File: src/rtl/assert_macros.svh
// ----------------------------------------------------------------------------
// Assertion macros
// Shared concurrent assertion forms for the RTL.
// ----------------------------------------------------------------------------
`ifndef ASSERT_MACROS_SVH
`define ASSERT_MACROS_SVH

// Same-cycle implication, held off during reset
`define ASSERT_IMPLIES(label, clk, rst_n, ante, cons, msg) \
    label: assert property (@(posedge clk) disable iff (!rst_n) (ante) |-> (cons)) \
        else $error(msg);

// Next-cycle implication, held off during reset
`define ASSERT_NEXT(label, clk, rst_n, ante, cons, msg) \
    label: assert property (@(posedge clk) disable iff (!rst_n) (ante) |=> (cons)) \
        else $error(msg);

`endif

File: src/rtl/minv4_pkg.sv
// ----------------------------------------------------------------------------
// minv4_pkg
// Types, command/status structs and cofactor address table for the inverter.
// ----------------------------------------------------------------------------
package minv4_pkg;

    localparam int NUM_ELEM = 16;
    localparam int ADDR_W   = 4;
    localparam int NUM_TERM = 6;

    typedef enum logic [4:0] {
        ST_LOAD,
        ST_TRD,
        ST_TMUL,
        ST_TLATCH,
        ST_TML0,
        ST_TML1,
        ST_TACC1,
        ST_CWR,
        ST_DRD,
        ST_DMUL,
        ST_DACC,
        ST_DCHK,
        ST_SING,
        ST_VRD,
        ST_VLOAD,
        ST_VCMP,
        ST_VSTEP,
        ST_VOUT
    } ctrl_state_t;

    typedef enum logic [1:0] {
        MUL_ELEM,
        MUL_MLIMB,
        MUL_CLIMB
    } mul_sel_t;

    typedef enum logic [1:0] {
        ACC_HOLD,
        ACC_CLEAR,
        ACC_ADD,
        ACC_SUB
    } acc_op_t;

    typedef struct packed {
        mul_sel_t          mul_sel;
        logic [1:0]        limb;
        acc_op_t           acc_op;
        logic              elem_we;
        logic [ADDR_W-1:0] elem_addr;
        logic [ADDR_W-1:0] addr_a;
        logic [ADDR_W-1:0] addr_b;
        logic              cof_we;
        logic [ADDR_W-1:0] cof_waddr;
        logic [ADDR_W-1:0] cof_raddr;
        logic              latch_m;
        logic              det_latch;
        logic              div_load;
        logic              div_start;
        logic              div_step;
        logic              out_load;
        logic              out_singular;
        logic              out_last;
    } dp_cmd_t;

    typedef struct packed {
        logic det_zero;
        logic out_free;
    } dp_status_t;

    typedef struct packed {
        logic [ADDR_W-1:0] a;
        logic [ADDR_W-1:0] b;
        logic [ADDR_W-1:0] c;
        logic              neg;
    } term_info_t;

    // Element addresses of one triple product of the 3x3 minor for
    // adjugate entry k (row-major); the entry is cofactor(row k[1:0], col k[3:2]).
    function automatic term_info_t term_info(input logic [3:0] k, input logic [2:0] t);
        logic [1:0] rs [3];
        logic [1:0] cs [3];
        logic [1:0] row_del;
        logic [1:0] col_del;
        logic [1:0] oc;
        logic [1:0] bc;
        logic [1:0] cc;
        logic       sgn;
        term_info_t info;
        row_del = k[1:0];
        col_del = k[3:2];
        for (int n = 0; n < 3; n++)
        begin
            rs[n] = (2'(n) < row_del) ? 2'(n) : 2'(n + 1);
            cs[n] = (2'(n) < col_del) ? 2'(n) : 2'(n + 1);
        end
        case (t)
            3'd0:    begin oc = 2'd0; bc = 2'd1; cc = 2'd2; sgn = 1'b0; end
            3'd1:    begin oc = 2'd0; bc = 2'd2; cc = 2'd1; sgn = 1'b1; end
            3'd2:    begin oc = 2'd1; bc = 2'd0; cc = 2'd2; sgn = 1'b1; end
            3'd3:    begin oc = 2'd1; bc = 2'd2; cc = 2'd0; sgn = 1'b0; end
            3'd4:    begin oc = 2'd2; bc = 2'd0; cc = 2'd1; sgn = 1'b0; end
            3'd5:    begin oc = 2'd2; bc = 2'd1; cc = 2'd0; sgn = 1'b1; end
            default: begin oc = 2'd0; bc = 2'd1; cc = 2'd2; sgn = 1'b0; end
        endcase
        info.a   = {rs[0], cs[oc]};
        info.b   = {rs[1], cs[bc]};
        info.c   = {rs[2], cs[cc]};
        info.neg = sgn ^ row_del[0] ^ col_del[0];
        return info;
    endfunction

endpackage

File: src/rtl/minv4_ctrl.sv
// ----------------------------------------------------------------------------
// minv4_ctrl
// Sequencer: loading, cofactor terms, determinant, division and output.
// ----------------------------------------------------------------------------
module minv4_ctrl
    import minv4_pkg::*;
#(
    parameter int DATA_WIDTH = 32
) (
    input  logic       clk,
    input  logic       rst_n,
    input  logic       item_valid,
    output logic       item_stall,
    output dp_cmd_t    cmd,
    input  dp_status_t sts
);

    localparam int STEP_W = $clog2(DATA_WIDTH);

    ctrl_state_t       state_reg;
    ctrl_state_t       state_next;
    logic [3:0]        load_cnt_reg;
    logic [3:0]        load_cnt_next;
    logic [3:0]        k_reg;
    logic [3:0]        k_next;
    logic [2:0]        term_reg;
    logic [2:0]        term_next;
    logic [1:0]        limb_reg;
    logic [1:0]        limb_next;
    logic [1:0]        row_reg;
    logic [1:0]        row_next;
    logic [STEP_W-1:0] step_reg;
    logic [STEP_W-1:0] step_next;
    term_info_t        ti;

    always_ff @(posedge clk or negedge rst_n)
    begin
        if (!rst_n)
        begin
            state_reg    <= ST_LOAD;
            load_cnt_reg <= '0;
            k_reg        <= '0;
            term_reg     <= '0;
            limb_reg     <= '0;
            row_reg      <= '0;
            step_reg     <= '0;
        end
        else
        begin
            state_reg    <= state_next;
            load_cnt_reg <= load_cnt_next;
            k_reg        <= k_next;
            term_reg     <= term_next;
            limb_reg     <= limb_next;
            row_reg      <= row_next;
            step_reg     <= step_next;
        end
    end

    always_comb
    begin
        ti            = term_info(k_reg, term_reg);
        state_next    = state_reg;
        load_cnt_next = load_cnt_reg;
        k_next        = k_reg;
        term_next     = term_reg;
        limb_next     = limb_reg;
        row_next      = row_reg;
        step_next     = step_reg;
        item_stall    = 1'b1;
        cmd           = '0;
        cmd.mul_sel   = MUL_ELEM;
        cmd.acc_op    = ACC_HOLD;

        case (state_reg)
            ST_LOAD:
            begin
                item_stall    = 1'b0;
                cmd.acc_op    = ACC_CLEAR;
                cmd.elem_we   = item_valid;
                cmd.elem_addr = load_cnt_reg;
                if (item_valid)
                begin
                    load_cnt_next = load_cnt_reg + 4'd1;
                    if (load_cnt_reg == 4'(NUM_ELEM - 1))
                    begin
                        k_next     = '0;
                        term_next  = '0;
                        state_next = ST_TRD;
                    end
                end
            end
            ST_TRD:
            begin
                cmd.addr_a = ti.b;
                cmd.addr_b = ti.c;
                state_next = ST_TMUL;
            end
            ST_TMUL:
            begin
                cmd.mul_sel = MUL_ELEM;
                cmd.addr_a  = ti.a;
                state_next  = ST_TLATCH;
            end
            ST_TLATCH:
            begin
                cmd.latch_m = 1'b1;
                state_next  = ST_TML0;
            end
            ST_TML0:
            begin
                cmd.mul_sel = MUL_MLIMB;
                cmd.limb    = 2'd0;
                state_next  = ST_TML1;
            end
            ST_TML1:
            begin
                cmd.acc_op  = ti.neg ? ACC_SUB : ACC_ADD;
                cmd.mul_sel = MUL_MLIMB;
                cmd.limb    = 2'd1;
                state_next  = ST_TACC1;
            end
            ST_TACC1:
            begin
                cmd.acc_op = ti.neg ? ACC_SUB : ACC_ADD;
                if (term_reg == 3'(NUM_TERM - 1))
                begin
                    state_next = ST_CWR;
                end
                else
                begin
                    term_next  = term_reg + 3'd1;
                    state_next = ST_TRD;
                end
            end
            ST_CWR:
            begin
                cmd.cof_we    = 1'b1;
                cmd.cof_waddr = k_reg;
                cmd.acc_op    = ACC_CLEAR;
                term_next     = '0;
                if (k_reg == 4'(NUM_ELEM - 1))
                begin
                    k_next     = '0;
                    row_next   = '0;
                    limb_next  = '0;
                    state_next = ST_DRD;
                end
                else
                begin
                    k_next     = k_reg + 4'd1;
                    state_next = ST_TRD;
                end
            end
            ST_DRD:
            begin
                cmd.addr_a    = {2'b00, row_reg};
                cmd.cof_raddr = {row_reg, 2'b00};
                state_next    = ST_DMUL;
            end
            ST_DMUL:
            begin
                cmd.addr_a    = {2'b00, row_reg};
                cmd.cof_raddr = {row_reg, 2'b00};
                cmd.mul_sel   = MUL_CLIMB;
                cmd.limb      = limb_reg;
                state_next    = ST_DACC;
            end
            ST_DACC:
            begin
                cmd.addr_a    = {2'b00, row_reg};
                cmd.cof_raddr = {row_reg, 2'b00};
                cmd.acc_op    = ACC_ADD;
                if (limb_reg == 2'd3)
                begin
                    limb_next = '0;
                    if (row_reg == 2'd3)
                    begin
                        state_next = ST_DCHK;
                    end
                    else
                    begin
                        row_next   = row_reg + 2'd1;
                        state_next = ST_DRD;
                    end
                end
                else
                begin
                    limb_next  = limb_reg + 2'd1;
                    state_next = ST_DMUL;
                end
            end
            ST_DCHK:
            begin
                cmd.det_latch = 1'b1;
                k_next        = '0;
                state_next    = sts.det_zero ? ST_SING : ST_VRD;
            end
            ST_SING:
            begin
                if (sts.out_free)
                begin
                    cmd.out_load     = 1'b1;
                    cmd.out_singular = 1'b1;
                    cmd.out_last     = 1'b1;
                    state_next       = ST_LOAD;
                end
            end
            ST_VRD:
            begin
                cmd.cof_raddr = k_reg;
                state_next    = ST_VLOAD;
            end
            ST_VLOAD:
            begin
                cmd.cof_raddr = k_reg;
                cmd.div_load  = 1'b1;
                state_next    = ST_VCMP;
            end
            ST_VCMP:
            begin
                cmd.div_start = 1'b1;
                step_next     = '0;
                state_next    = ST_VSTEP;
            end
            ST_VSTEP:
            begin
                cmd.div_step = 1'b1;
                if (step_reg == STEP_W'(DATA_WIDTH - 1))
                begin
                    state_next = ST_VOUT;
                end
                else
                begin
                    step_next = step_reg + 1'b1;
                end
            end
            ST_VOUT:
            begin
                if (sts.out_free)
                begin
                    cmd.out_load = 1'b1;
                    cmd.out_last = (k_reg == 4'(NUM_ELEM - 1));
                    if (k_reg == 4'(NUM_ELEM - 1))
                    begin
                        k_next     = '0;
                        state_next = ST_LOAD;
                    end
                    else
                    begin
                        k_next     = k_reg + 4'd1;
                        state_next = ST_VRD;
                    end
                end
            end
            default:
            begin
                state_next = ST_LOAD;
            end
        endcase
    end

endmodule

File: config.mk
export PLATFORM = sky130hd
export DESIGN_NAME = minv4_ctrl
export DESIGN_NICKNAME = d
export VERILOG_FILES = /design/src/rtl/assert_macros.svh /design/src/rtl/minv4_pkg.sv /design/src/rtl/minv4_ctrl.sv
export SDC_FILE = /design/constraint.sdc
export NUM_CORES = 1
export LEC_CHECK = 0
export BUFFER_PORTS_ARGS = -buffer_cell sky130_fd_sc_hd__buf_2
export CAP_MARGIN = 20
export CORE_ASPECT_RATIO = 1.5
export CORE_MARGIN = 2
export CORE_UTILIZATION = 40
export DETAILED_ROUTE_END_ITERATION = 8
export PLACE_DENSITY_LB_ADDON = 0.2
export SLEW_MARGIN = 30
export SYNTH_ARGS = -nofsm -noshare
export SYNTH_HDL_FRONTEND = slang
export SYNTH_SLANG_ARGS = --single-unit
export TNS_END_PERCENT = 20
File: constraint.sdc
create_clock -name clk -period 2.1 [get_ports clk]
set_clock_uncertainty 0.1 [all_clocks]
set_input_delay 0.315 -clock clk [delete_from_list [all_inputs] [get_ports clk]]
set_output_delay 0.315 -clock clk [all_outputs]
set_load 0.05 [all_outputs]
==> results of run 1 <==
==> what timing repair did <==
item | 4_1_cts | 5_1_grt
hold buffers | 1 | 0
buffers inserted | 7 | 9
setup endpoints to repair | 35 | 43
resized for setup | 90 | 76
endpoints found under the hold margin | 25 | 0
pin swaps | 14 | 20
==> cell families (layout without fill, tap and decap cells) <==
logic type / after synthesis / count (layout) / share of synthesized area
buffers and inverters: 30 / 128 / 0.0526
and+or+nand+nor: 123 / 123 / 0.286
adders and majority gates: 15 / 15 / 0.0823
xor gates and xnor gates: 8 / 8 / 0.0320
AOI/OAI and AO/OA: 71 / 71 / 0.237
DFF: 25 / 25 / 0.286
muxes: 5 / 5 / 0.0251
==> routing by layer <==
layer | track usage | up-vias | routed length, um | part of all wire
met5 | 0 | - | 0 | 0
met4 | 0.0798 | 0 | 200 | 0.027
met3 | 0.0238 | 22 | 250 | 0.034
met2 | 0.445 | 64 | 4020 | 0.55
met1 | 0.273 | 1227 | 2830 | 0.39
li1 | - | 1202 | - | -
==> worst paths after layout <==
kind                                end  cells after the start  slack, ns    startpoint
min in group asynchronous   limb_reg[0]                      2       0.49         rst_n
max in group asynchronous  state_reg[2]                      2       0.97         rst_n
min reg2reg                 step_reg[4]                      1       0.42   step_reg[4]
min                        state_reg[0]                      4       0.29        sts[1]
max reg2reg                    k_reg[2]                      6      -0.12  state_reg[0]
max                             cmd[21]                      7      -0.46   term_reg[0]
==> per-stage QoR <==
| step | cell area (um^2) | power (mW) |
|---|---|---|
| 4_1_cts | 3350 | 4.23 |
| 3_5_place_dp | 2930 | 3.37 |
| 3_3_place_gp | 2930 | 3.34 |
| 6_report | 3680 | 4.60 |
| 5_1_grt | 3680 | 4.87 |
| 2_1_floorplan | 2310 | 2.56 |
==> layout make-up <==
class,count,area [um^2],area share
Multi-Input combinational cell,222,1850,0.504
Clock buffer,3,41.3,0.0112
Clock inverter,1,5.00,0.00136
Timing Repair Buffer,110,1000,0.273
Tap cell,70,87.6,0.0238
Inverter,14,58.8,0.0160
Sequential cell,25,631,0.171
==> power groups by stage <==
| stage | Clock (mW) | Combinational [mW] | Sequential (mW) |
|---|---|---|---|
| 3_3_place_gp | 0 | 2.67 | 0.669 |
| 2_1_floorplan | 0 | 1.89 | 0.672 |
| 3_5_place_dp | 0 | 2.70 | 0.671 |
| 6_report | 0.293 | 3.62 | 0.687 |
| 4_1_cts | 0.312 | 3.24 | 0.677 |
| 5_1_grt | 0.326 | 3.85 | 0.701 |
==> critical path, stage by stage, from the launching register on <==
cell	delay, ns
dfrtp_2	0.47
ha_4	0.21
or3_4	0.39
o21ai_4	0.08
nor3_2	0.05
o31a_1	0.25
a211o_4	0.27
buf_8	0.15
==> cell usage after synthesis, types with 4 or more instances <==
cell type,instances,share of area
nor3_1,15,0.034
a22o_1,4,0.016
o21ai_0,17,0.039
nand2_1,23,0.039
ha_1,12,0.069
clkbuf_1,12,0.021
inv_1,13,0.022
or3_1,5,0.014
nand2b_1,5,0.014
a21oi_1,12,0.027
and2_1,7,0.020
xnor2_1,5,0.020
a21o_1,4,0.014
dfrtp_1,25,0.29
nor2b_1,5,0.014
nand3_1,6,0.014
nand4_1,4,0.011
nor2_1,34,0.058
==> impl_metrics.toml, run 1 <==
[clock_network]
cts-root-buf = "clkbuf_8"
cts-htree-levels = 1
cts.clk_slew.worst_paths_ns = 0.09
clkSinkCount = 25
clock_path_buffers = 2
cts_tree = "built"
clock_latency_ns = 0.27
cts_buffers = 3

[yosys]
ys_seq_area_frac = 0.286
synthesis.nets = 294
async_flop_share = 1.00
yosysUniqueCellTypes = 61
ys_ff_latch = 25
synth_edf_count = 0
ys.flop_type = "dfrtp_1"
post_synth.cell_area_avg_um2 = 7.90
netlist_instances = 277
synth_area_um2 = 2190
synth_warnings = 0

[sta]
fmax_mhz = 391
worstMarginPinSlew_ns = 0.627
period_share = 1.22
setup_slack_ns = -0.459
rsz0062_at_grt = "yes"
final-max-slew-violation-count = 0
slew_headroom = 0.582
hold_viol = 0
setup_tns_ns = -2.51
setup_viol = 19
finalCriticalPeriod_ns = 2.56
hold_ws_ns = 0.285

[floorplanning]
io_pins = 42
die_x_um = 64.4
die_h_um = 94.6
coreArea_um2 = 5370
start_util = 0.408
design.die.area_um2 = 6090
placement_rows = 33

[run_status]
violations = "negative setup slack"
status = "finished with violations"

[grt]
grt_max_degree = 26
gr-total-overflow = 0
grt_pass1_vias = 2388
grt_pass1_wl_mm = 11.3
grt_use_total = 0.236
grt_antenna_before_repair = 0

[critical_path]
setup.worst_path.class = "reg2out"
start_kind = "flip-flop"
cp-end-kind = "primary output"
path_max_fanout = 5
cp.arrival_ns = 2.14
required_ns = 1.68

[routing]
num_vias = 2515
drtAntennaViolNets = 0
wl_mm = 7.30
route.detailed.drc = 0
via_per_inst = 5.65
drt_iter0_markers = 105
wl_per_cell_um = 16.4
first_pass_iters = 4

[final_layout]
drive_gt1_frac = 0.523
final_cells = 445
area_delta_synth_final_pct = 68.1
finish.utilization = 0.686
fin_nets = 393
num_antenna_cells = 0
fill_cells = 423
final_cell_mix = "buf_4, buf_6, nand2_1, dfrtp_1, nor2_1"
final_common_cell = "buf_4"

[pwr]
internal-power_mw = 2.31
peakVddDrop_mv = 0.630
combPwrFrac = 0.787
power_frac_seq = 0.149
p_sw_mw = 2.29
clkPwrFrac = 0.064
power_switching_share = 0.498
power_density_nw_per_um2 = 1250
leakage_nw = 1.62

[placed_design]
pre_cts_ws_ns = -0.280
hpwl_mm = 5.05
port_buffers = 41
gp_congestion = 0.861
dp.cells = 425

[run]
cap_violations = 0

[hold_path]
worstHoldPathType = "in2reg"
No activity file was read; power rests on OpenSTA's default activity.
==> run 2, diff against run 1 <==
--- a/config.mk
+++ b/config.mk
@@ -5,6 +5,7 @@
 export SDC_FILE = /design/constraint.sdc
 export NUM_CORES = 1
 export LEC_CHECK = 0
+export ABC_AREA = 1
 export BUFFER_PORTS_ARGS = -buffer_cell sky130_fd_sc_hd__buf_2
 export CAP_MARGIN = 20
 export CORE_ASPECT_RATIO = 1.5
@@ -12,7 +13,6 @@
 export CORE_UTILIZATION = 40
 export DETAILED_ROUTE_END_ITERATION = 8
 export PLACE_DENSITY_LB_ADDON = 0.2
-export SLEW_MARGIN = 30
 export SYNTH_ARGS = -nofsm -noshare
 export SYNTH_HDL_FRONTEND = slang
 export SYNTH_SLANG_ARGS = --single-unit
==> impl_metrics.toml, run 2 <==
[pwr]
peakVddDrop_mv = 0.667
power_frac_seq = 0.191
leakage_nw = 1.44
internal-power_mw = 1.50
clkPwrFrac = 0.087
p_sw_mw = 1.90
power_density_nw_per_um2 = 1210
power_switching_share = 0.559
combPwrFrac = 0.722

[clock_network]
cts_tree = "built"
cts.clk_slew.worst_paths_ns = 0.09
clock_path_buffers = 2
clkSinkCount = 25
cts_buffers = 3
clock_latency_ns = 0.27
cts-root-buf = "clkbuf_8"
cts-htree-levels = 1

[placed_design]
gp_congestion = 0.934
port_buffers = 41
dp.cells = 417
hpwl_mm = 4.18
pre_cts_ws_ns = -0.0953

[sta]
setup_slack_ns = -0.174
finalCriticalPeriod_ns = 2.27
hold_viol = 0
rsz0062_at_grt = "yes"
worstMarginPinSlew_ns = 0.616
fmax_mhz = 440
slew_headroom = 0.585
setup_viol = 8
period_share = 1.08
final-max-slew-violation-count = 0
hold_ws_ns = 0.245

[critical_path]
cp-end-kind = "primary output"
worst_path_max_delay_cell = "dfrtp_1"
r2r_cells = 10
max_stage_delay_ns = 0.40
cp.arrival_ns = 1.86
setup.worst_path.class = "reg2out"
start_kind = "flip-flop"
cp_cell_sequence = "inv_1, ha_1, nand2_2, o21ai_4, a21oi_2, o21ai_1, a21oi_4, buf_6"
required_ns = 1.68
path_max_fanout = 3

[floorplanning]
die_x_um = 61.3
placement_rows = 31
io_pins = 42
coreArea_um2 = 4770
design.die.area_um2 = 5510
start_util = 0.413
die_h_um = 89.9

[yosys]
yosys.area.top_type = "dfrtp_1"
synth_warnings = 0
post_synth.cell_area_avg_um2 = 6.67
synth_area_um2 = 1970
synth.most_common_cell = "nand2_1"
synthesis.nets = 312
async_flop_share = 1.00
ys_ff_latch = 25
synth_common_cells = "nand2_1, inv_1, nor2_1"
yosysUniqueCellTypes = 28
ys.flop_type = "dfrtp_1"
ys_seq_area_frac = 0.318
synthTopCellsByArea = "dfrtp_1, nand2_1, inv_1"
netlist.area_leader.share = 0.318
synth_edf_count = 0
netlist_instances = 295

[final_layout]
area_delta_synth_final_pct = 43.2
fin_nets = 378
final_common_cell = "nand2_1"
final_cells = 426
final_cell_mix = "nand2_1, inv_1, nor2_1"
drive_gt1_frac = 0.356
num_antenna_cells = 0

[routing]
num_vias = 2096
first_pass_iters = 4
route.detailed.drc = 0
drt_iter0_markers = 73
wl_per_cell_um = 13.4
via_per_inst = 4.92
wl_mm = 5.71
drtAntennaViolNets = 0

[hold_path]
worstHoldPathType = "in2reg"
min_path_cells = 4

[run]
cap_violations = 0

[grt]
grt_max_degree = 26
grt_pass1_wl_mm = 9.18
grt_use_total = 0.218
gr-total-overflow = 0
grt_antenna_before_repair = 0
grt_pass1_vias = 2064

[run_status]
violations = "negative setup slack"
status = "finished with violations"
[run 2: changes by cell type after synthesis, sizes merged, moves of 5 or more]
cell / before / now
nor2: 37 / 48
and2: 7 / 0
inv: 14 / 53
nand2b: 5 / 0
or3: 5 / 0
o21ai: 18 / 24
nor3: 16 / 1
nand3: 6 / 21
nand2: 23 / 79
clkbuf: 12 / 0
nor2b: 5 / 0
[run 2: logic make-up after synthesis]
kind of cell / count (synthesis) / synth area share
fa+ha+maj: 12 / 0.0763
compound gates: 40 / 0.110
buf+inv: 55 / 0.106
flops: 25 / 0.318
simple gates: 155 / 0.354
xor+xnor: 8 / 0.0356
[run 2: power by group through the flow]
stage	sequential [mW]	combinational, mW	clock, mW
floorplan	0.635	1.56	0
global placement	0.649	2.05	0
detailed placement	0.652	2.07	0
CTS	0.647	2.28	0.308
global route	0.658	2.65	0.324
finish	0.651	2.46	0.295
[run 2: worst max-delay path, delay by kind of cell (launching register included)]
| family | cells | cell delay (ns) |
|---|---|---|
| AND/OR/NAND/NOR | 1 | 0.10 |
| flip-flops | 1 | 0.40 |
| buffers and inverters | 2 | 0.25 |
| adder cells (fa/ha/maj) | 1 | 0.22 |
| AO/OA/AOI/OAI | 4 | 0.62 |
[run 2: what timing repair did]
| item | in CTS | in global routing |
|---|---|---|
| pin swaps | 8 | 1 |
| buffers inserted | 2 | 2 |
| endpoints found under the setup margin | 17 | 28 |
| hold buffers | 1 | 0 |
| gates resized for setup | 66 | 27 |
| hold endpoints to repair | 25 | 0 |
[run 2: worst paths after layout]
kind | slack (ns) | endpoint | startpoint
setup / recovery | -0.17 | cmd[17] | term_reg[0]
setup reg to reg | 0.36 | state_reg[3] | k_reg[2]
hold / removal | 0.25 | state_reg[0] | sts[0]
hold reg to reg | 0.41 | step_reg[0] | step_reg[0]
max in group asynchronous | 0.99 | state_reg[3] | rst_n
min in group asynchronous | 0.47 | k_reg[1] | rst_n
[run 2: through the flow]
step	util	TNS, ns	cell area [um^2]	total power [mW]
finish	0.591	-0.740	2820	3.40
global route	0.591	-1.96	2820	3.63
detailed placement	0.512	-0.246	2440	2.72
global placement	0.512	-0.109	2440	2.70
floorplan	-	-1.11	2040	2.20
CTS	0.571	-0.617	2720	3.23
[run 2: final cells by class]
cell class / count / area (um^2)
Timing Repair Buffer: 63 / 503
Fill cell: 451 / 1950
Sequential cell: 25 / 628
Tap cell: 66 / 82.6
Inverter: 53 / 210
Multi-Input combinational cell: 215 / 1350
Clock buffer: 4 / 45.0
[run 2: layer usage]
metal | vias to the layer above | part of all wire | global-route usage
li1 | 1052 | - | -
met1 | 979 | 0.38 | 0.225
met2 | 52 | 0.56 | 0.413
met3 | 13 | 0.027 | 0.0173
met4 | 0 | 0.033 | 0.0960
met5 | - | 0 | 0
==> run 3, diff against run 2 <==
==> constraint.sdc (replaced) <==
create_clock -name clk -period 2.1 [get_ports clk]
set_clock_uncertainty 0.1 [all_clocks]
set_input_delay 0.21 -clock clk [delete_from_list [all_inputs] [get_ports clk]]
set_output_delay 0.21 -clock clk [all_outputs]
set_load 0.05 [all_outputs]
==> impl_metrics.toml, run 3 (synthesized netlist as in run 2, its figures left out) <==
[routing]
drtAntennaViolNets = 0
wl_mm = 5.36
via_per_inst = 4.87
first_pass_iters = 4
route.detailed.drc = 0
num_vias = 2042
wl_per_cell_um = 12.8
drt_iter0_markers = 105

[hold_path]
worstHoldPathType = "in2reg"
hp-start = "sts[0]"
min_path_cells = 4
hold_path_end = "state_reg[0]"

[sta]
setup_slack_ns = -0.0779
final-max-slew-violation-count = 0
hold_viol = 0
period_share = 1.04
setup_viol = 2
rsz0062_at_grt = "yes"
hold_ws_ns = 0.134
slew_headroom = 0.582
fmax_mhz = 459
finalCriticalPeriod_ns = 2.18
worstMarginPinSlew_ns = 0.620

[placed_design]
gp_congestion = 0.903
port_buffers = 41
hpwl_mm = 4.20
dp.cells = 408
pre_cts_ws_ns = -0.0557

[final_layout]
num_antenna_cells = 0
final_common_cell = "nand2_1"
final_cells = 419
fill_cells = 488
drive_gt1_frac = 0.357
final_cell_mix = "nand2_1, inv_1, nor2_1"
area_delta_synth_final_pct = 36.2
fin_nets = 371

[critical_path]
worst_path_max_delay_cell = "dfrtp_1"
reg2reg_to = "state_reg[3]"
start_kind = "flip-flop"
setup.worst_path.class = "reg2out"
cp_cell_sequence = "ha_2, ha_4, inv_4, o21ai_2, buf_4, buf_4, nand2_1, nand2_1, nand2_1, nand2_2, buf_8"
max_stage_delay_ns = 0.44
path_max_fanout = 5
cp.arrival_ns = 1.87
path_common_cell = "nand2_1"
reg2reg_slack_ns = 0.36
r2r_cells = 8
cp-end-kind = "primary output"
required_ns = 1.79
r2r-start = "state_reg[0]"

[run_status]
violations = "negative setup slack"
status = "finished with violations"

[floorplanning]
die_x_um = 61.3
placement_rows = 31
start_util = 0.413
io_pins = 42
coreArea_um2 = 4770
die_h_um = 89.9
design.die.area_um2 = 5510

[grt]
grt_pass1_vias = 2020
met3_usage = 0.0201
grt.met2_usage = 0.371
busiest_layer = "met2"
grt_max_degree = 26
grt_use_total = 0.203
grt_use_met1 = 0.218
gr-total-overflow = 0
grt_pass1_wl_mm = 8.63
grt_antenna_before_repair = 0

[pwr]
leakage_nw = 1.39
peakVddDrop_mv = 0.541
power_density_nw_per_um2 = 1180

[clock_network]
cts-root-buf = "clkbuf_8"
cts.clk_slew.worst_paths_ns = 0.09
clkSinkCount = 25
clock_latency_ns = 0.28
cts_tree = "built"
cts-htree-levels = 1
cts_buffers = 3
clock_path_buffers = 2

[run]
cap_violations = 0
-- run 3: worst max-delay path, delay by kind of cell, from the launching register on --
kind	cells	cell delay, ns
buffers and inverters	4	0.46
flip-flops	1	0.44
adder cells (fa/ha/maj)	2	0.39
AND/OR/NAND/NOR	4	0.26
AO/OA/AOI/OAI	1	0.06
-- run 3: what timing repair did --
item / 4_1_cts / 5_1_grt
hold endpoints to repair: 25 / 0
hold buffers: 1 / 0
setup buffers: 1 / 5
resized for setup: 31 / 46
pin swaps: 6 / 10
setup endpoints to repair: 10 / 14
-- run 3: power breakdown --
part / leakage, nW / switching, mW / internal (mW)
sequential: 0.325 / 0.0935 / 0.564
combinational: 1.04 / 1.56 / 0.644
clock: 0.0228 / 0.162 / 0.136
total: 1.39 / 1.81 / 1.34
-- run 3: per-stage QoR --
step / utilization / power (mW) / setup TNS (ns) / area, um^2
finish: 0.562 / 3.16 / -0.0949 / 2680
global route: 0.562 / 3.38 / -0.522 / 2680
CTS: 0.524 / 3.05 / -0.111 / 2500
detailed placement: 0.495 / 2.63 / -0.107 / 2360
global placement: 0.495 / 2.62 / 0 / 2360
floorplan: - / 2.18 / -0.536 / 2020
-- run 3: routing by layer --
| layer | up-vias | share of wire | wire (um) |
|---|---|---|---|
| met5 | - | 0 | 0 |
| met4 | 0 | 0.026 | 140 |
| met3 | 10 | 0.036 | 192 |
| met2 | 48 | 0.56 | 3000 |
| met1 | 946 | 0.38 | 2030 |
| li1 | 1038 | - | - |
-- run 3: cell type report --
class | instances | area, um^2 | area share
multi-input cells | 215 | 1340 | 0.499
repair buffers | 56 | 374 | 0.140
flip-flops and latches | 25 | 634 | 0.237
inverters | 53 | 208 | 0.0775
well taps | 66 | 82.6 | 0.0308
clock buffers | 4 | 45.0 | 0.0168
-- run 3: worst max path at each step --
stage                       startpoint  slack (ns)      end
after floorplan           state_reg[4]       -0.21  cmd[33]
after global placement     term_reg[0]       0.005  cmd[17]
after detailed placement   term_reg[0]       -0.06  cmd[17]
after CTS                  term_reg[0]       -0.04  cmd[21]
after global routing       term_reg[0]       -0.13  cmd[21]
final                      term_reg[0]       -0.08  cmd[21]
